File: src/cps_pkg.sv
// ============================================================================
// CAN packet segmenter package
// Shared widths, register indexes and the configuration struct.
// ============================================================================
package cps_pkg;

    localparam int FRAME_BYTES = 8;
    localparam int SLOT_SHIFT  = 5;

    localparam int CMD_W     = 5;
    localparam int SLOT_W    = 3;
    localparam int LEN_W     = 8;
    localparam int BYTE_W    = 8;
    localparam int NODE_W    = 8;
    localparam int IDX_W     = 5;
    localparam int FILL_W    = 4;
    localparam int EXT_ID_W  = 29;
    localparam int PAYLOAD_W = FRAME_BYTES * BYTE_W;
    localparam int CFG_IDX_W = 8;
    localparam int CFG_DAT_W = 8;

    localparam logic [CFG_IDX_W-1:0] REG_SOURCE_ID = 8'd0;
    localparam logic [CFG_IDX_W-1:0] REG_DEST_ID   = 8'd1;

    typedef struct packed {
        logic [NODE_W-1:0] source_id;
        logic [NODE_W-1:0] dest_id;
    } t_node_cfg;

endpackage

File: src/cps_cfg_regs.sv
// ============================================================================
// CAN packet segmenter configuration registers
// Holds the source and destination node identifiers written over the
// configuration port.
// ============================================================================
module cps_cfg_regs (
    input  logic                     i_clk,
    input  logic                     i_rst_n,
    input  logic                     i_cfg_valid,
    output logic                     o_cfg_ready,
    input  logic [cps_pkg::CFG_IDX_W-1:0] i_cfg_index,
    input  logic [cps_pkg::CFG_DAT_W-1:0] i_cfg_data,
    output cps_pkg::t_node_cfg       o_cfg
);
    import cps_pkg::*;

    t_node_cfg r_cfg;

    assign o_cfg_ready = 1'b1;
    assign o_cfg       = r_cfg;

    // Writes to an index outside the register list are dropped.
    always_ff @(posedge i_clk) begin
        if (!i_rst_n) begin
            r_cfg <= '0;
        end else if (i_cfg_valid && o_cfg_ready) begin
            unique case (i_cfg_index)
                REG_SOURCE_ID: r_cfg.source_id <= i_cfg_data;
                REG_DEST_ID:   r_cfg.dest_id   <= i_cfg_data;
                default: ;
            endcase
        end
    end

endmodule

File: src/cps_frame_builder.sv
// ============================================================================
// CAN packet segmenter frame builder
// Input register, per-packet running state and the frame result register.
// ============================================================================
module cps_frame_builder (
    input  logic                          i_clk,
    input  logic                          i_rst_n,
    input  cps_pkg::t_node_cfg            i_cfg,
    input  logic                          i_in_valid,
    output logic                          o_in_stall,
    input  logic [cps_pkg::CMD_W-1:0]     i_cmd_type,
    input  logic [cps_pkg::SLOT_W-1:0]    i_slot,
    input  logic [cps_pkg::LEN_W-1:0]     i_packet_length,
    input  logic [cps_pkg::BYTE_W-1:0]    i_data_byte,
    output logic                          o_out_valid,
    input  logic                          i_out_stall,
    output logic [cps_pkg::EXT_ID_W-1:0]  o_ext_id,
    output logic [cps_pkg::FILL_W-1:0]    o_dlc,
    output logic [cps_pkg::PAYLOAD_W-1:0] o_payload,
    output logic                          o_last_frame
);
    import cps_pkg::*;

    // Input register
    logic              r_in_valid;
    logic [CMD_W-1:0]  r_in_cmd;
    logic [SLOT_W-1:0] r_in_slot;
    logic [LEN_W-1:0]  r_in_len;
    logic [BYTE_W-1:0] r_in_byte;

    // Packet state
    logic [LEN_W-1:0]     r_bytes_taken;
    logic [FILL_W-1:0]    r_fill_count;
    logic [PAYLOAD_W-1:0] r_frame_bytes;
    logic [IDX_W-1:0]     r_frames_left;
    logic [CMD_W-1:0]     r_held_command;
    logic [SLOT_W-1:0]    r_held_slot;
    logic [LEN_W-1:0]     r_held_length;

    // Result register
    logic                 r_out_valid;
    logic [EXT_ID_W-1:0]  r_ext_id;
    logic [FILL_W-1:0]    r_dlc;
    logic [PAYLOAD_W-1:0] r_payload;
    logic                 r_last_frame;

    logic                 out_free;
    logic                 process;
    logic                 first;
    logic [LEN_W-1:0]     len_fixed;
    logic [LEN_W-1:0]     len_minus1;
    logic [LEN_W-1:0]     cur_len;
    logic [CMD_W-1:0]     cur_cmd;
    logic [SLOT_W-1:0]    cur_slot;
    logic [IDX_W-1:0]     cur_frames_left;
    logic [FILL_W-1:0]    cur_fill;
    logic [PAYLOAD_W-1:0] cur_bytes;
    logic [PAYLOAD_W-1:0] n_frame_bytes;
    logic [FILL_W-1:0]    n_fill_count;
    logic [LEN_W-1:0]     n_bytes_taken;
    logic                 last;
    logic                 emit;
    logic [EXT_ID_W-1:0]  n_ext_id;

    assign out_free   = !r_out_valid || !i_out_stall;
    assign process    = r_in_valid && out_free;
    assign o_in_stall = r_in_valid && !out_free;

    // A packet's header fields count only on its first byte.
    assign first      = (r_bytes_taken == '0);
    assign len_fixed  = (r_in_len == '0) ? LEN_W'(1) : r_in_len;
    assign len_minus1 = len_fixed - LEN_W'(1);

    always_comb begin
        cur_len         = first ? len_fixed : r_held_length;
        cur_cmd         = first ? r_in_cmd  : r_held_command;
        cur_slot        = first ? r_in_slot : r_held_slot;
        cur_frames_left = first ? len_minus1[LEN_W-1:3] : r_frames_left;
        cur_fill        = first ? '0 : r_fill_count;
        cur_bytes       = first ? '0 : r_frame_bytes;

        n_frame_bytes = cur_bytes;
        for (int k = 0; k < FRAME_BYTES; k++) begin
            if (cur_fill[2:0] == 3'(k)) begin
                n_frame_bytes[k*BYTE_W +: BYTE_W] = r_in_byte;
            end
        end

        n_fill_count  = cur_fill + FILL_W'(1);
        n_bytes_taken = r_bytes_taken + LEN_W'(1);
        last          = (n_bytes_taken == cur_len);
        emit          = last || (n_fill_count >= FILL_W'(FRAME_BYTES));

        n_ext_id = {cur_cmd, i_cfg.source_id, i_cfg.dest_id, cur_slot, cur_frames_left};
    end

    always_ff @(posedge i_clk) begin
        if (!i_rst_n) begin
            r_in_valid    <= 1'b0;
            r_out_valid   <= 1'b0;
            r_bytes_taken <= '0;
            r_fill_count  <= '0;
            r_frames_left <= '0;
        end else begin
            if (!o_in_stall) begin
                r_in_valid <= i_in_valid;
            end

            if (r_out_valid && !i_out_stall) begin
                r_out_valid <= 1'b0;
            end

            if (process) begin
                if (emit) begin
                    r_out_valid   <= 1'b1;
                    r_fill_count  <= '0;
                    r_frames_left <= last ? '0 : cur_frames_left - IDX_W'(1);
                    r_bytes_taken <= last ? '0 : n_bytes_taken;
                end else begin
                    r_fill_count  <= n_fill_count;
                    r_frames_left <= cur_frames_left;
                    r_bytes_taken <= n_bytes_taken;
                end
            end
        end
    end

    // Payload registers carry no reset.
    always_ff @(posedge i_clk) begin
        if (i_in_valid && !o_in_stall) begin
            r_in_cmd  <= i_cmd_type;
            r_in_slot <= i_slot;
            r_in_len  <= i_packet_length;
            r_in_byte <= i_data_byte;
        end
        if (process) begin
            r_held_command <= cur_cmd;
            r_held_slot    <= cur_slot;
            r_held_length  <= cur_len;
            r_frame_bytes  <= emit ? '0 : n_frame_bytes;
            if (emit) begin
                r_ext_id     <= n_ext_id;
                r_dlc        <= n_fill_count;
                r_payload    <= n_frame_bytes;
                r_last_frame <= last;
            end
        end
    end

    assign o_out_valid  = r_out_valid;
    assign o_ext_id     = r_ext_id;
    assign o_dlc        = r_dlc;
    assign o_payload    = r_payload;
    assign o_last_frame = r_last_frame;

endmodule

File: src/can_packet_segmenter.sv
// ============================================================================
// CAN packet segmenter
// Cuts a byte stream into CAN extended frames of up to eight bytes.
// ============================================================================
// The block takes one packet byte per transfer and sustains one byte per
// clock cycle while the output is not stalled. The byte that completes a
// frame is held first in the input register. The frame is then loaded
// into the result register as soon as the output side is free, and it is
// offered on the output straight from that register. The packet
// counters are updated by a short step between the two registers. The
// command, slot and length travel with every byte but count only on the
// first byte of a packet; a length of zero is treated as one. A frame is
// produced whenever eight bytes have gathered or the packet's final byte
// arrives. Its 29-bit identifier holds the command in bits 28:24, the source
// node in 23:16, the destination node in 15:8, the slot in 7:5 and a frame
// index in 4:0 that counts down to zero on the final frame. Bytes fill the
// payload from bits 7:0 upwards and unused bytes are zero. The node
// identifiers are sampled when a frame is formed, so a write takes effect
// from the next frame formed; it should be made only while no byte is held
// in the input register. While a frame waits on a stalled output, one more
// byte is still taken into the input register, and the input then stalls.
// ============================================================================
module can_packet_segmenter (
    input  logic                          i_clk,
    input  logic                          i_rst_n,
    input  logic                          i_cfg_valid,
    output logic                          o_cfg_ready,
    input  logic [cps_pkg::CFG_IDX_W-1:0] i_cfg_index,
    input  logic [cps_pkg::CFG_DAT_W-1:0] i_cfg_data,
    input  logic                          i_in_valid,
    output logic                          o_in_stall,
    input  logic [cps_pkg::CMD_W-1:0]     i_cmd_type,
    input  logic [cps_pkg::SLOT_W-1:0]    i_slot,
    input  logic [cps_pkg::LEN_W-1:0]     i_packet_length,
    input  logic [cps_pkg::BYTE_W-1:0]    i_data_byte,
    output logic                          o_out_valid,
    input  logic                          i_out_stall,
    output logic [cps_pkg::EXT_ID_W-1:0]  o_ext_id,
    output logic [cps_pkg::FILL_W-1:0]    o_dlc,
    output logic [cps_pkg::PAYLOAD_W-1:0] o_payload,
    output logic                          o_last_frame
);
    import cps_pkg::*;

    t_node_cfg node_cfg;

    // Register file for the node identifiers; it always accepts a write.
    cps_cfg_regs u_cfg_regs (
        .i_clk       (i_clk),
        .i_rst_n     (i_rst_n),
        .i_cfg_valid (i_cfg_valid),
        .o_cfg_ready (o_cfg_ready),
        .i_cfg_index (i_cfg_index),
        .i_cfg_data  (i_cfg_data),
        .o_cfg       (node_cfg)
    );

    // Datapath: input register, packet counters and frame result register.
    cps_frame_builder u_frame_builder (
        .i_clk           (i_clk),
        .i_rst_n         (i_rst_n),
        .i_cfg           (node_cfg),
        .i_in_valid      (i_in_valid),
        .o_in_stall      (o_in_stall),
        .i_cmd_type      (i_cmd_type),
        .i_slot          (i_slot),
        .i_packet_length (i_packet_length),
        .i_data_byte     (i_data_byte),
        .o_out_valid     (o_out_valid),
        .i_out_stall     (i_out_stall),
        .o_ext_id        (o_ext_id),
        .o_dlc           (o_dlc),
        .o_payload       (o_payload),
        .o_last_frame    (o_last_frame)
    );

endmodule

File: config.mk
export PLATFORM = sky130hd
export DESIGN_NAME = can_packet_segmenter
export DESIGN_NICKNAME = d
export VERILOG_FILES = /design/src/cps_pkg.sv /design/src/cps_cfg_regs.sv /design/src/cps_frame_builder.sv /design/src/can_packet_segmenter.sv
export SDC_FILE = /design/constraint.sdc
export NUM_CORES = 1
export LEC_CHECK = 0
export ABC_CLOCK_PERIOD_IN_PS = 10450
export CAP_MARGIN = 20
export CORE_ASPECT_RATIO = 1.25
export CORE_MARGIN = 4
export CORE_UTILIZATION = 40
export CTS_BUF_LIST = sky130_fd_sc_hd__clkbuf_8
export CTS_CLUSTER_DIAMETER = 150
export DETAILED_ROUTE_END_ITERATION = 8
export DONT_BUFFER_PORTS = 1
export HOLD_SLACK_MARGIN = 0.03
export PLACE_DENSITY_LB_ADDON = 0.3
export SLEW_MARGIN = 15
export SYNTH_ARGS = -nofsm -noshare
export SYNTH_HDL_FRONTEND = slang
export SYNTH_HIERARCHICAL = 1
export SYNTH_SLANG_ARGS = --single-unit
export TNS_END_PERCENT = 10
File: constraint.sdc
create_clock -name i_clk -period 10.45 [get_ports i_clk]
set_clock_uncertainty 0.05 [all_clocks]
set_input_delay 1.5675 -clock i_clk [delete_from_list [all_inputs] [get_ports i_clk]]
set_output_delay 1.5675 -clock i_clk [all_outputs]
set_load 0.05 [all_outputs]
==> out/qor.yml, run 1 <==
status: "completed"
postSynthCellCount: 737
fp.dieW_um: 148
num_vias: 5856
synth_top_cell_by_area: "edfxtp_1"
remaining_drc_errors: 0
cp.required_ns: 10.58
routed_wl_mm: 21.0
drtPass1Iterations: 5
synth_edf_count: 202
areaGrowthSynthToFinish_pct: 10.1
met1Wirelength_mm: 8.69
min_period_ns: 4.12
core_area_um2: 23900
io_buffers: 0
start_kind: "flip-flop"
tightest_slew_ns: 0.901
synth_nets: 791
arrival_ns: 4.25
antenna_found_initial: 1
worstSetupPathType: "flip-flop to flip-flop"
p_leak_uw: 0.00400
fillers: 2148
dieArea_um2: 26900
grt_max_degree: 95
syn_area_um2: 9750
pin_count: 146
seq_area_frac_synth_pct: 69.4
synth.avg_cell_area_um2: 13.2
cts.repair.resized: 0
ant_nets: 0
synthFlopType: "edfxtp_1"
path_max_fanout: 67
grt_pass1_vias: 5813
power_density_nw_per_um2: 183
final_common_cell: "edfxtp_1"
grt_setup_unrepaired: "no"
clock_path_buffers: 3
htreeDepth: 2
dr_wl_met3_mm: 1.11
grt_pass1_wl_mm: 32.7
routabilityCongestion: 0.848
hold_ws_ns: 0.373
path_clk_slew_ns: 0.06
synth_top_area_share_pct: 62.2
max_freq_mhz: 243
highest_layer: "met4"
worstSetupEndpointType: "flip-flop"
cts_buffers: 39
hold_violations: 0
max-vdd-ir-drop_uv: 85.7
holdCritPathClass: "flip-flop to flip-flop"
fin_crit_sh_pct: 39.5
drv_slew: 0
fin_setup_tns_ns: 0
gr-usage-all-layers_pct: 15.2
dpl_cell_area_um2: 9960
start_util_pct: 40.8
synthTopCellsByArea: "edfxtp_1, dfxtp_1, nand2_1"
cts-root-buf: "clkbuf_8"
ys_seq_elements: 237
num_rows: 63
setup_viol: 0
place_hpwl_mm: 13.5
dieHeight_um: 183
final_cell_mix: "edfxtp_1, nand2_1, and3_1, mux2i_1, clkbuf_8"
wl_per_cell_um: 19.2
initialDrtViolationCount: 388
overflow: 0
route.met2.wl_mm: 10.7
async_flop_share_pct: 0
clk_latency_ns: 0.52
cts_setup_buffers: 0
cts_tree: "yes"
final_nets: 790
drive_gt1_share_pct: 10.1
numClockSinks: 237
routed_via_density: 5.37
maxCapViolCount: 0
finalInstanceArea_um2: 10700
postCtsHoldBufs: 0
yosysUniqueCellTypes: 57
max-slew-margin-rel_pct: 39.9
ys_warn_count: 6
-- per-layer routing --
layer | vias up | GRT usage, %
met1 | 2860 | 18.9
met4 | 0 | 5.97
met3 | 39 | 3.68
li1 | 2753 | -
met2 | 204 | 25.8
met5 | - | 0
-- worst max-delay path, stage by stage, from the launching register on --
cell and delay (ns):
dfxtp_1 0.39, inv_1 0.11, ha_1 0.18, or4b_4 0.57, o21ai_1 0.29, a211oi_1 0.14, nor4b_1 0.37, nand4_2 0.13
buf_4 0.33, a21oi_4 0.44, buf_4 0.39, buf_16 0.31
-- area by class of cell --
cell class | count | area, um2 | area share (%)
multi-input combinational | 438 | 2690 | 25.1
tap | 325 | 407 | 3.79
sequential | 237 | 6770 | 63.0
antenna | 1 | 2.50 | 0.0233
clock inverter | 30 | 189 | 1.76
inverter | 13 | 50.0 | 0.466
timing repair buffer | 7 | 76.3 | 0.711
clock buffer | 40 | 551 | 5.13
-- Yosys cell counts (4+ instances only) --
cell        n
edfxtp_1  202
nand2_1   116
and3_1     46
mux2i_1    41
dfxtp_1    35
nor3_1     32
nor2_1     30
nand3_1    26
clkbuf_1   25
a22o_1     24
o21ai_0    24
a21oi_1    18
inv_1      11
buf_1      10
ha_1        9
buf_6       8
a31oi_1     5
o21ai_1     5
or4_1       5
xnor2_1     5
a211oi_1    4
and2_1      4
or3_1       4
-- kinds of logic after synthesis --
logic type                 count (synthesis)  share of synthesized area [%]
AOI/OAI and AO/OA                         97                           6.96
xor gates and xnor gates                   7                          0.629
other                                      1                         0.0385
adders and majority gates                  9                           1.16
DFF                                      237                           69.4
muxes                                     41                           4.21
and+or+nand+nor                          283                           14.4
buffers and inverters                     62                           3.16
-- through the flow --
stage	utilization [%]	setup WS (ns)	power (uW)	cells
after floorplan	-	2.82	1190	737
after global placement	41.7	6.18	1220	1019
after detailed placement	41.7	6.08	1230	1019
after CTS	44.8	6.05	2000	1089
after global routing	44.9	5.98	2070	1091
final	44.9	6.33	1970	1091
-- power by group --
group / leakage, uW / switching [uW] / internal, uW
sequential: 0.00215 / 24.8 / 1060
combinational: 0.00144 / 77.0 / 40.9
clock: 0.000417 / 353 / 409
-- path summary, 6_finish.rpt --
| kind | from | endpoint | slack, ns | cells past startpoint |
|---|---|---|---|---|
| worst max-delay path | u_frame_builder/r_bytes_taken[0]$_SDFFE_PN0P_ | u_frame_builder/o_payload[3]$_DFFE_PP_ | 6.33 | 11 |
| worst min-delay path | u_cfg_regs/o_cfg[3]$_SDFFE_PN0P_ | u_frame_builder/o_ext_id[11]$_DFFE_PP_ | 0.37 | 0 |
| worst max register to register | u_frame_builder/r_bytes_taken[0]$_SDFFE_PN0P_ | u_frame_builder/o_payload[3]$_DFFE_PP_ | 6.33 | 11 |
| worst min register to register | u_cfg_regs/o_cfg[3]$_SDFFE_PN0P_ | u_frame_builder/o_ext_id[11]$_DFFE_PP_ | 0.37 | 0 |
-- registers in the layout, summed over array words and instances, names as in the netlist, 4 cells and up --
signal,cells
u_frame_builder/o_payload,64
u_frame_builder/r_frame_bytes,64
u_frame_builder/o_ext_id,29
u_cfg_regs/o_cfg,16
u_frame_builder/r_bytes_taken,8
u_frame_builder/r_held_length,8
u_frame_builder/r_in_byte,8
u_frame_builder/r_in_len,8
u_frame_builder/r_frames_left,5
u_frame_builder/r_held_command,5
u_frame_builder/r_in_cmd,5
u_frame_builder/o_dlc,4
u_frame_builder/r_fill_count,4
Note: power is estimated with default switching activity, not from simulation.
==> run 2, diff against run 1 <==
ABC_CLOCK_PERIOD_IN_PS = 3400   (was 10450)
clock period = 3.4 ns   (was 10.45 ns; I/O delays follow)
==> run 2 against run 1 <==
Power grew to 3.1 times the previous value. Hold slack lost 0.31 ns. Cell count grew 2.6%. Global-route usage grew 0.40 points. Clock-buffer cell count grew 4. Design area grew 3.3%. Wire length grew 2.1%. Sequential share of layout area shrank 2.0 points. Flip-flop and latch count is the same. Critical endpoint is now u_frame_builder/o_payload[40]$_DFFE_PP_. Highest routed layer unchanged.
==> out/qor.yml, run 2 (synthesis gave the netlist of run 1 again) <==
overflow: 0  # unchanged
p_clk_share_pct: 39.3  # +0.6 points
reg2reg_depth: 7  # -4
min_period_ns: 3.17  # -0.949 ns
final_nets: 821  # +3.9%
remaining_drc_errors: 0  # unchanged
routed_wl_mm: 21.4  # +2.1%
holdCritPathClass: "input pin to flip-flop"
r2r_slack_ns: 0.23  # -6.10 ns
tightest_slew_ns: 0.696  # -0.205 ns
fin_cells: 1119  # +2.6%
fin_setup_tns_ns: 0  # unchanged
gr-usage-all-layers_pct: 15.6  # +0.40 points
fp.dieW_um: 148  # unchanged
worstPathCellList: "nor4_2 > a2111oi_4 > or3_1 > a211oi_2 > nand4_2 > a21oi_4 > buf_4"
cp.required_ns: 3.51  # -7.07 ns
num_rows: 63  # unchanged
routabilityCongestion: 0.818  # -3.6%
combPwrFrac_pct: 6.4  # +0.4 points
core_area_um2: 23900  # unchanged
ant_nets: 0  # unchanged
slowest_delay_ns: 0.59  # +0.02 ns
p_sw_uw: 1400  # +210%
clk_latency_ns: 0.53  # about the same
worstSetupEndpointType: "flip-flop"
startpoint: "u_frame_builder/r_in_len[4]$_DFFE_PP_"
io_buffers: 0  # unchanged
diodes: 0  # -1
setup_viol: 0  # unchanged
path_max_fanout: 27  # -60%
max-vdd-ir-drop_uv: 269  # +210%
grt_pass1_vias: 5811  # -0.034%
pin_count: 146  # unchanged
hold_ws_ns: 0.0670  # -0.306 ns
max-slew-margin-rel_pct: 53.6  # +14 points
htreeDepth: 2  # unchanged
path_clk_slew_ns: 0.06  # about the same
cts-root-buf: "clkbuf_8"
grt_pass1_wl_mm: 33.2  # +1.5%
grt_setup_unrepaired: "no"
fillers: 2135  # -0.61%
dieHeight_um: 183  # unchanged
placedCellCount: 1027  # +0.79%
drv_slew: 0  # unchanged
worstSetupPathType: "flip-flop to flip-flop"
drtPass1Iterations: 5  # unchanged
maxCapViolCount: 0  # unchanged
hold_violations: 0  # unchanged
wl_per_cell_um: 19.2  # -0.42%
drive_gt1_share_pct: 11.5  # +1.4 points
grt_max_degree: 69  # -27%
status: "completed"
layout.area.seq_um2: 6770  # about the same
finalInstanceArea_um2: 11100  # +3.3%
place_hpwl_mm: 14.1  # +4.1%
routed_via_density: 5.30  # -1.3%
final_common_cell: "edfxtp_1"
cts_tree: "yes"
initialDrtViolationCount: 444  # +14%
dpl_cell_area_um2: 10100  # +1.2%
start_kind: "flip-flop"
num_vias: 5930  # +1.3%
p_leak_uw: 0.00422  # +5.4%
critPathSlowestCell: "nor4_2"
final_cell_mix: "edfxtp_1, nand2_1, and3_1, clkbuf_8, mux2i_1"
swShare_pct: 22.8  # -0.32 points
cp_top_family: "simple AND/OR/NAND/NOR gates"
arrival_ns: 3.29  # -0.96 ns
fin_crit_sh_pct: 93.3  # +54 points
cp_num_cells: 7  # -4
max_freq_mhz: 315  # +30%
areaGrowthSynthToFinish_pct: 13.7
crit_path_end: "u_frame_builder/o_payload[40]$_DFFE_PP_"
cp_num_buf_inv: 1  # -3
antenna_found_initial: 0  # -1
reg2reg_to: "u_frame_builder/o_payload[40]$_DFFE_PP_"
numClockSinks: 237  # unchanged
dieArea_um2: 26900  # unchanged
seqPwrFrac_pct: 54.2  # -1.1 points
power_uw: 6160  # +210%
clock_path_buffers: 3  # unchanged
start_util_pct: 40.8  # unchanged
internal_power_uw: 4760  # +210%
cts_buffers: 39  # unchanged
multi_input_area_um2: 2710  # +0.60%
cts.repair.resized: 0  # unchanged
r2r_start: "u_frame_builder/r_in_len[4]$_DFFE_PP_"
power_density_nw_per_um2: 556  # +200%
-- run 2: final cells by class --
| cell class | count | area share [%] |
|---|---|---|
| Clock inverter | 24 | 1.44 |
| Timing Repair Buffer | 38 | 3.45 |
| Multi-Input combinational cell | 438 | 24.4 |
| Sequential cell | 237 | 61.1 |
| Inverter | 13 | 0.451 |
| Tap cell | 325 | 3.67 |
| Clock buffer | 44 | 5.46 |
-- run 2: worst min path at each step --
stage,to,from,cells past startpoint
floorplan,u_frame_builder/o_ext_id[10]$_DFFE_PP_,u_cfg_regs/o_cfg[2]$_SDFFE_PN0P_,0
global placement,u_frame_builder/o_ext_id[11]$_DFFE_PP_,u_cfg_regs/o_cfg[3]$_SDFFE_PN0P_,0
detailed placement,u_frame_builder/o_ext_id[8]$_DFFE_PP_,u_cfg_regs/o_cfg[0]$_SDFFE_PN0P_,0
CTS,u_frame_builder/r_fill_count[1]$_SDFFE_PN0P_,i_rst_n,2
global route,u_frame_builder/r_in_valid$_SDFFE_PN0N_,i_in_valid,2
finish,u_frame_builder/r_in_valid$_SDFFE_PN0N_,i_in_valid,2
-- run 2: timing repair --
action                                 4_1_cts  5_1_grt
hold buffers                                24        0
endpoints found under the hold margin       24        0
setup buffers                                0        0
-- run 2: power groups by stage --
stage	combinational [uW]	clock [uW]	sequential, uW
3_3_place_gp	358	0	3400
2_1_floorplan	293	0	3370
6_report	396	2430	3340
4_1_cts	396	2520	3340
5_1_grt	441	2660	3350
3_5_place_dp	371	0	3400
-- run 2: metrics by stage --
stage	setup WS [ns]	util, %
floorplan	-0.905	-
global placement	0.282	42.2
detailed placement	0.231	42.2
CTS	0.198	46.4
global route	0.0558	46.4
finish	0.226	46.4
-- run 2: per-layer routing --
layer  up-vias  GRT usage, %  part of all wire (%)
met2       213          26.2                    50
met5         -             0                     0
met4         0          5.15                   1.9
met3        31          3.58                   5.9
met1      2885          20.1                    42
li1       2801             -                     -
==> run 3, diff against run 2 <==
ABC_AREA = 1   (was unset)
==> run 3 against run 2 <==
Hold slack worse by 0.00059 ns. Combinational power rose by 7.6%. Cell count increased by 21%. Synthesized cell count up 28%. Die area up 3.0%. Maximum frequency increased by 9.1%. Sequential share of layout area decreased by 1.6 points. Design area rose by 2.7%. Flip-flop and latch count is the same. Clock-buffer cell count decreased by 5. Critical endpoint is now u_frame_builder/o_payload[12]$_DFFE_PP_. Highest routed layer unchanged.
==> out/qor.yml, run 3 <==
synth_nets: 1001  # +27%
synth_top_cell_by_area: "edfxtp_1"
r2r_start: "u_frame_builder/r_bytes_taken[0]$_SDFFE_PN0P_"
gr-usage-all-layers_pct: 15.7  # +0.066 points
fin_crit_sh_pct: 85.6  # -7.8 points
max-vdd-ir-drop_uv: 433  # +61%
holdCritPathClass: "input pin to flip-flop"
cp.required_ns: 3.53  # +0.02 ns
areaGrowthSynthToFinish_pct: 13.2
grt_pass1_wl_mm: 34.3  # +3.2%
cts-root-buf: "clkbuf_8"
synth.avg_cell_area_um2: 10.6  # -20%
clock_path_buffers: 3  # unchanged
dieHeight_um: 185  # +1.5%
place_hpwl_mm: 14.4  # +2.2%
fin_setup_tns_ns: 0  # unchanged
num_rows: 64  # +1.6%
worstSetupEndpointType: "flip-flop"
fp.dieW_um: 150  # +1.5%
max_freq_mhz: 344  # +9.1%
routed_wl_mm: 22.1  # +2.9%
hold_violations: 0  # unchanged
drv_slew: 0  # unchanged
core_area_um2: 24600  # +2.9%
reg2reg_to: "u_frame_builder/o_payload[12]$_DFFE_PP_"
syn_area_um2: 10100  # +3.2%
p_clk_share_pct: 36.8  # -2.5 points
grt_pass1_vias: 6272  # +7.9%
routabilityCongestion: 0.834  # +2.0%
synthTopCellsByArea: "edfxtp_1, nand2_1, dfxtp_1"
startpoint: "u_frame_builder/r_bytes_taken[0]$_SDFFE_PN0P_"
critPathMostFrequentCell: "nand2_1"
diodes: 0  # unchanged
ys_seq_elements: 237  # unchanged
remaining_drc_errors: 0  # unchanged
worstPathCellList: "inv_4 > ha_4 > nand3_2 > nor2_4 > buf_4 > nand2_1 > nand2_1 > nand2_1 > nand2_1 > nand2_1 > nor2_4 > nand2_4 > nand2_4 > nand2_4 > clkinvlp_4 > buf_12"
power_density_nw_per_um2: 517  # -7.1%
antenna_found_initial: 0  # unchanged
pin_count: 146  # unchanged
clk_latency_ns: 0.52  # about the same
grt_max_degree: 68  # -1.4%
combPwrFrac_pct: 7.2  # +0.8 points
crit_path_end: "u_frame_builder/o_payload[12]$_DFFE_PP_"
synthFlopType: "edfxtp_1"
status: "completed"
final_common_cell: "edfxtp_1"
cts_setup_buffers: 0  # unchanged
min_period_ns: 2.91  # -0.264 ns
overflow: 0  # unchanged
async_flop_share_pct: 0  # unchanged
critPathSlowestCell: "dfxtp_2"
num_vias: 6538  # +10%
slowest_delay_ns: 0.34  # -0.25 ns
p_leak_uw: 0.00448  # +6.3%
seq_area_frac_synth_pct: 67.3  # -2.1 points
drtPass1Iterations: 5  # unchanged
dieArea_um2: 27800  # +3.0%
io_buffers: 0  # unchanged
seqPwrFrac_pct: 56.0  # +1.8 points
arrival_ns: 3.04  # -0.25 ns
ys_top_cells_by_count: "edfxtp_1, nand2_1, inv_1"
path_clk_slew_ns: 0.06  # about the same
worstSetupPathType: "flip-flop to flip-flop"
dp_worst_setup_slack_ns: 0.493  # +0.262 ns
postSynthCellCount: 947  # +28%
routed_via_density: 4.84  # -8.7%
reg2reg_depth: 16  # +9
ant_nets: 0  # unchanged
yosysUniqueCellTypes: 34  # -40%
synth_edf_count: 202  # unchanged
drive_gt1_share_pct: 10.9  # -0.59 points
wl_per_cell_um: 16.3  # -15%
internal_power_uw: 4470  # -6.1%
start_util_pct: 40.9  # +0.091 points
synth_top_area_share_pct: 60.3  # -1.9 points
tightest_slew_ns: 0.872  # +0.176 ns
p_sw_uw: 1410  # +0.74%
setup_viol: 0  # unchanged
start_kind: "flip-flop"
cts_buffers: 39  # unchanged
htreeDepth: 2  # unchanged
final_nets: 1046  # +27%
cts_tree: "yes"
layout_setup_ws_ns: 0.491  # +0.264 ns
grt_setup_unrepaired: "no"
path_max_fanout: 47  # +74%
swShare_pct: 24.0  # +1.3 points
maxCapViolCount: 0  # unchanged
max-slew-margin-rel_pct: 41.9  # -12 points
ys_warn_count: 6  # unchanged
initialDrtViolationCount: 503  # +13%
numClockSinks: 237  # unchanged
yosysMostFrequentCell: "edfxtp_1"
final_cell_mix: "edfxtp_1, nand2_1, inv_1, nand3_1, nor2_1"
r2r_slack_ns: 0.49  # +0.26 ns
## run 3: stage by stage
stage | hold WS (ns) | util, % | power (uW) | cells | instance area (um2)
2_1_floorplan | 0.359 | - | 3650 | 947 | 10100
3_3_place_gp | 0.365 | 42.4 | 3750 | 1253 | 10400
3_5_place_dp | 0.372 | 42.4 | 3760 | 1253 | 10400
4_1_cts | 0.0329 | 46.2 | 5980 | 1350 | 11400
5_1_grt | 0.0341 | 46.3 | 6180 | 1351 | 11400
6_report | 0.0664 | 46.3 | 5880 | 1351 | 11400
## run 3: layout make-up
type / instances / area [um2]
inverters: 123 / 468
fillers: 2308 / 13200
multi-input cells: 552 / 2650
repair buffers: 39 / 418
clock buffers: 39 / 537
flip-flops and latches: 237 / 6770
clock inverters: 31 / 134
well taps: 330 / 413
## run 3: power groups by stage
stage / sequential [uW] / combinational [uW] / clock (uW)
3_5_place_dp: 3360 / 401 / 0
6_report: 3300 / 426 / 2160
5_1_grt: 3300 / 487 / 2390
2_1_floorplan: 3340 / 306 / 0
4_1_cts: 3300 / 430 / 2260
3_3_place_gp: 3360 / 393 / 0
## run 3: cell families after synthesis
| kind of cell | after synthesis | share of synthesized area (%) |
|---|---|---|
| adder cells (fa/ha/maj) | 9 | 1.12 |
| buffers and inverters | 158 | 6.76 |
| XOR/XNOR | 3 | 0.261 |
| AND/OR/NAND/NOR | 447 | 19.9 |
| AO/OA/AOI/OAI | 92 | 4.64 |
| other | 1 | 0.0373 |
| flip-flops | 237 | 67.3 |
## run 3: what timing repair did
action                                  in CTS  in global routing
endpoints found under the setup margin       0                  0
gates resized for setup                      0                  0
hold buffers                                27                  0
hold endpoints to repair                    25                  0
## run 3: how the worst min path moves through the flow
stage                                            startpoint                                            end  slack [ns]  depth (start not counted)
final                                               i_rst_n  u_frame_builder/r_bytes_taken[0]$_SDFFE_PN0P_        0.07                          2
after global routing                                i_rst_n  u_frame_builder/r_bytes_taken[0]$_SDFFE_PN0P_        0.03                          2
after CTS                                           i_rst_n               u_cfg_regs/o_cfg[0]$_SDFFE_PN0P_        0.03                          2
after detailed placement   u_cfg_regs/o_cfg[1]$_SDFFE_PN0P_          u_frame_builder/o_ext_id[9]$_DFFE_PP_        0.37                          0
after global placement    u_cfg_regs/o_cfg[12]$_SDFFE_PN0P_         u_frame_builder/o_ext_id[20]$_DFFE_PP_        0.37                          0
after floorplan            u_cfg_regs/o_cfg[2]$_SDFFE_PN0P_         u_frame_builder/o_ext_id[10]$_DFFE_PP_        0.36                          0
## run 3: per-layer routing
layer  track usage [%]  vias to the layer above  wire [um]
li1                  -                     3270          -
met1              19.3                     3011       9170
met2              26.9                      225      11100
met3              4.19                       32       1370
met4              5.24                        0        434
met5                 0                        -          0
## run 3: worst max-delay path: cells and delay by family, from the launching register on
| kind | cells | cell delay [ns] |
|---|---|---|
| fa+ha+maj | 1 | 0.14 |
| buf+inv | 4 | 0.85 |
| flops | 1 | 0.34 |
| simple gates | 11 | 1.15 |
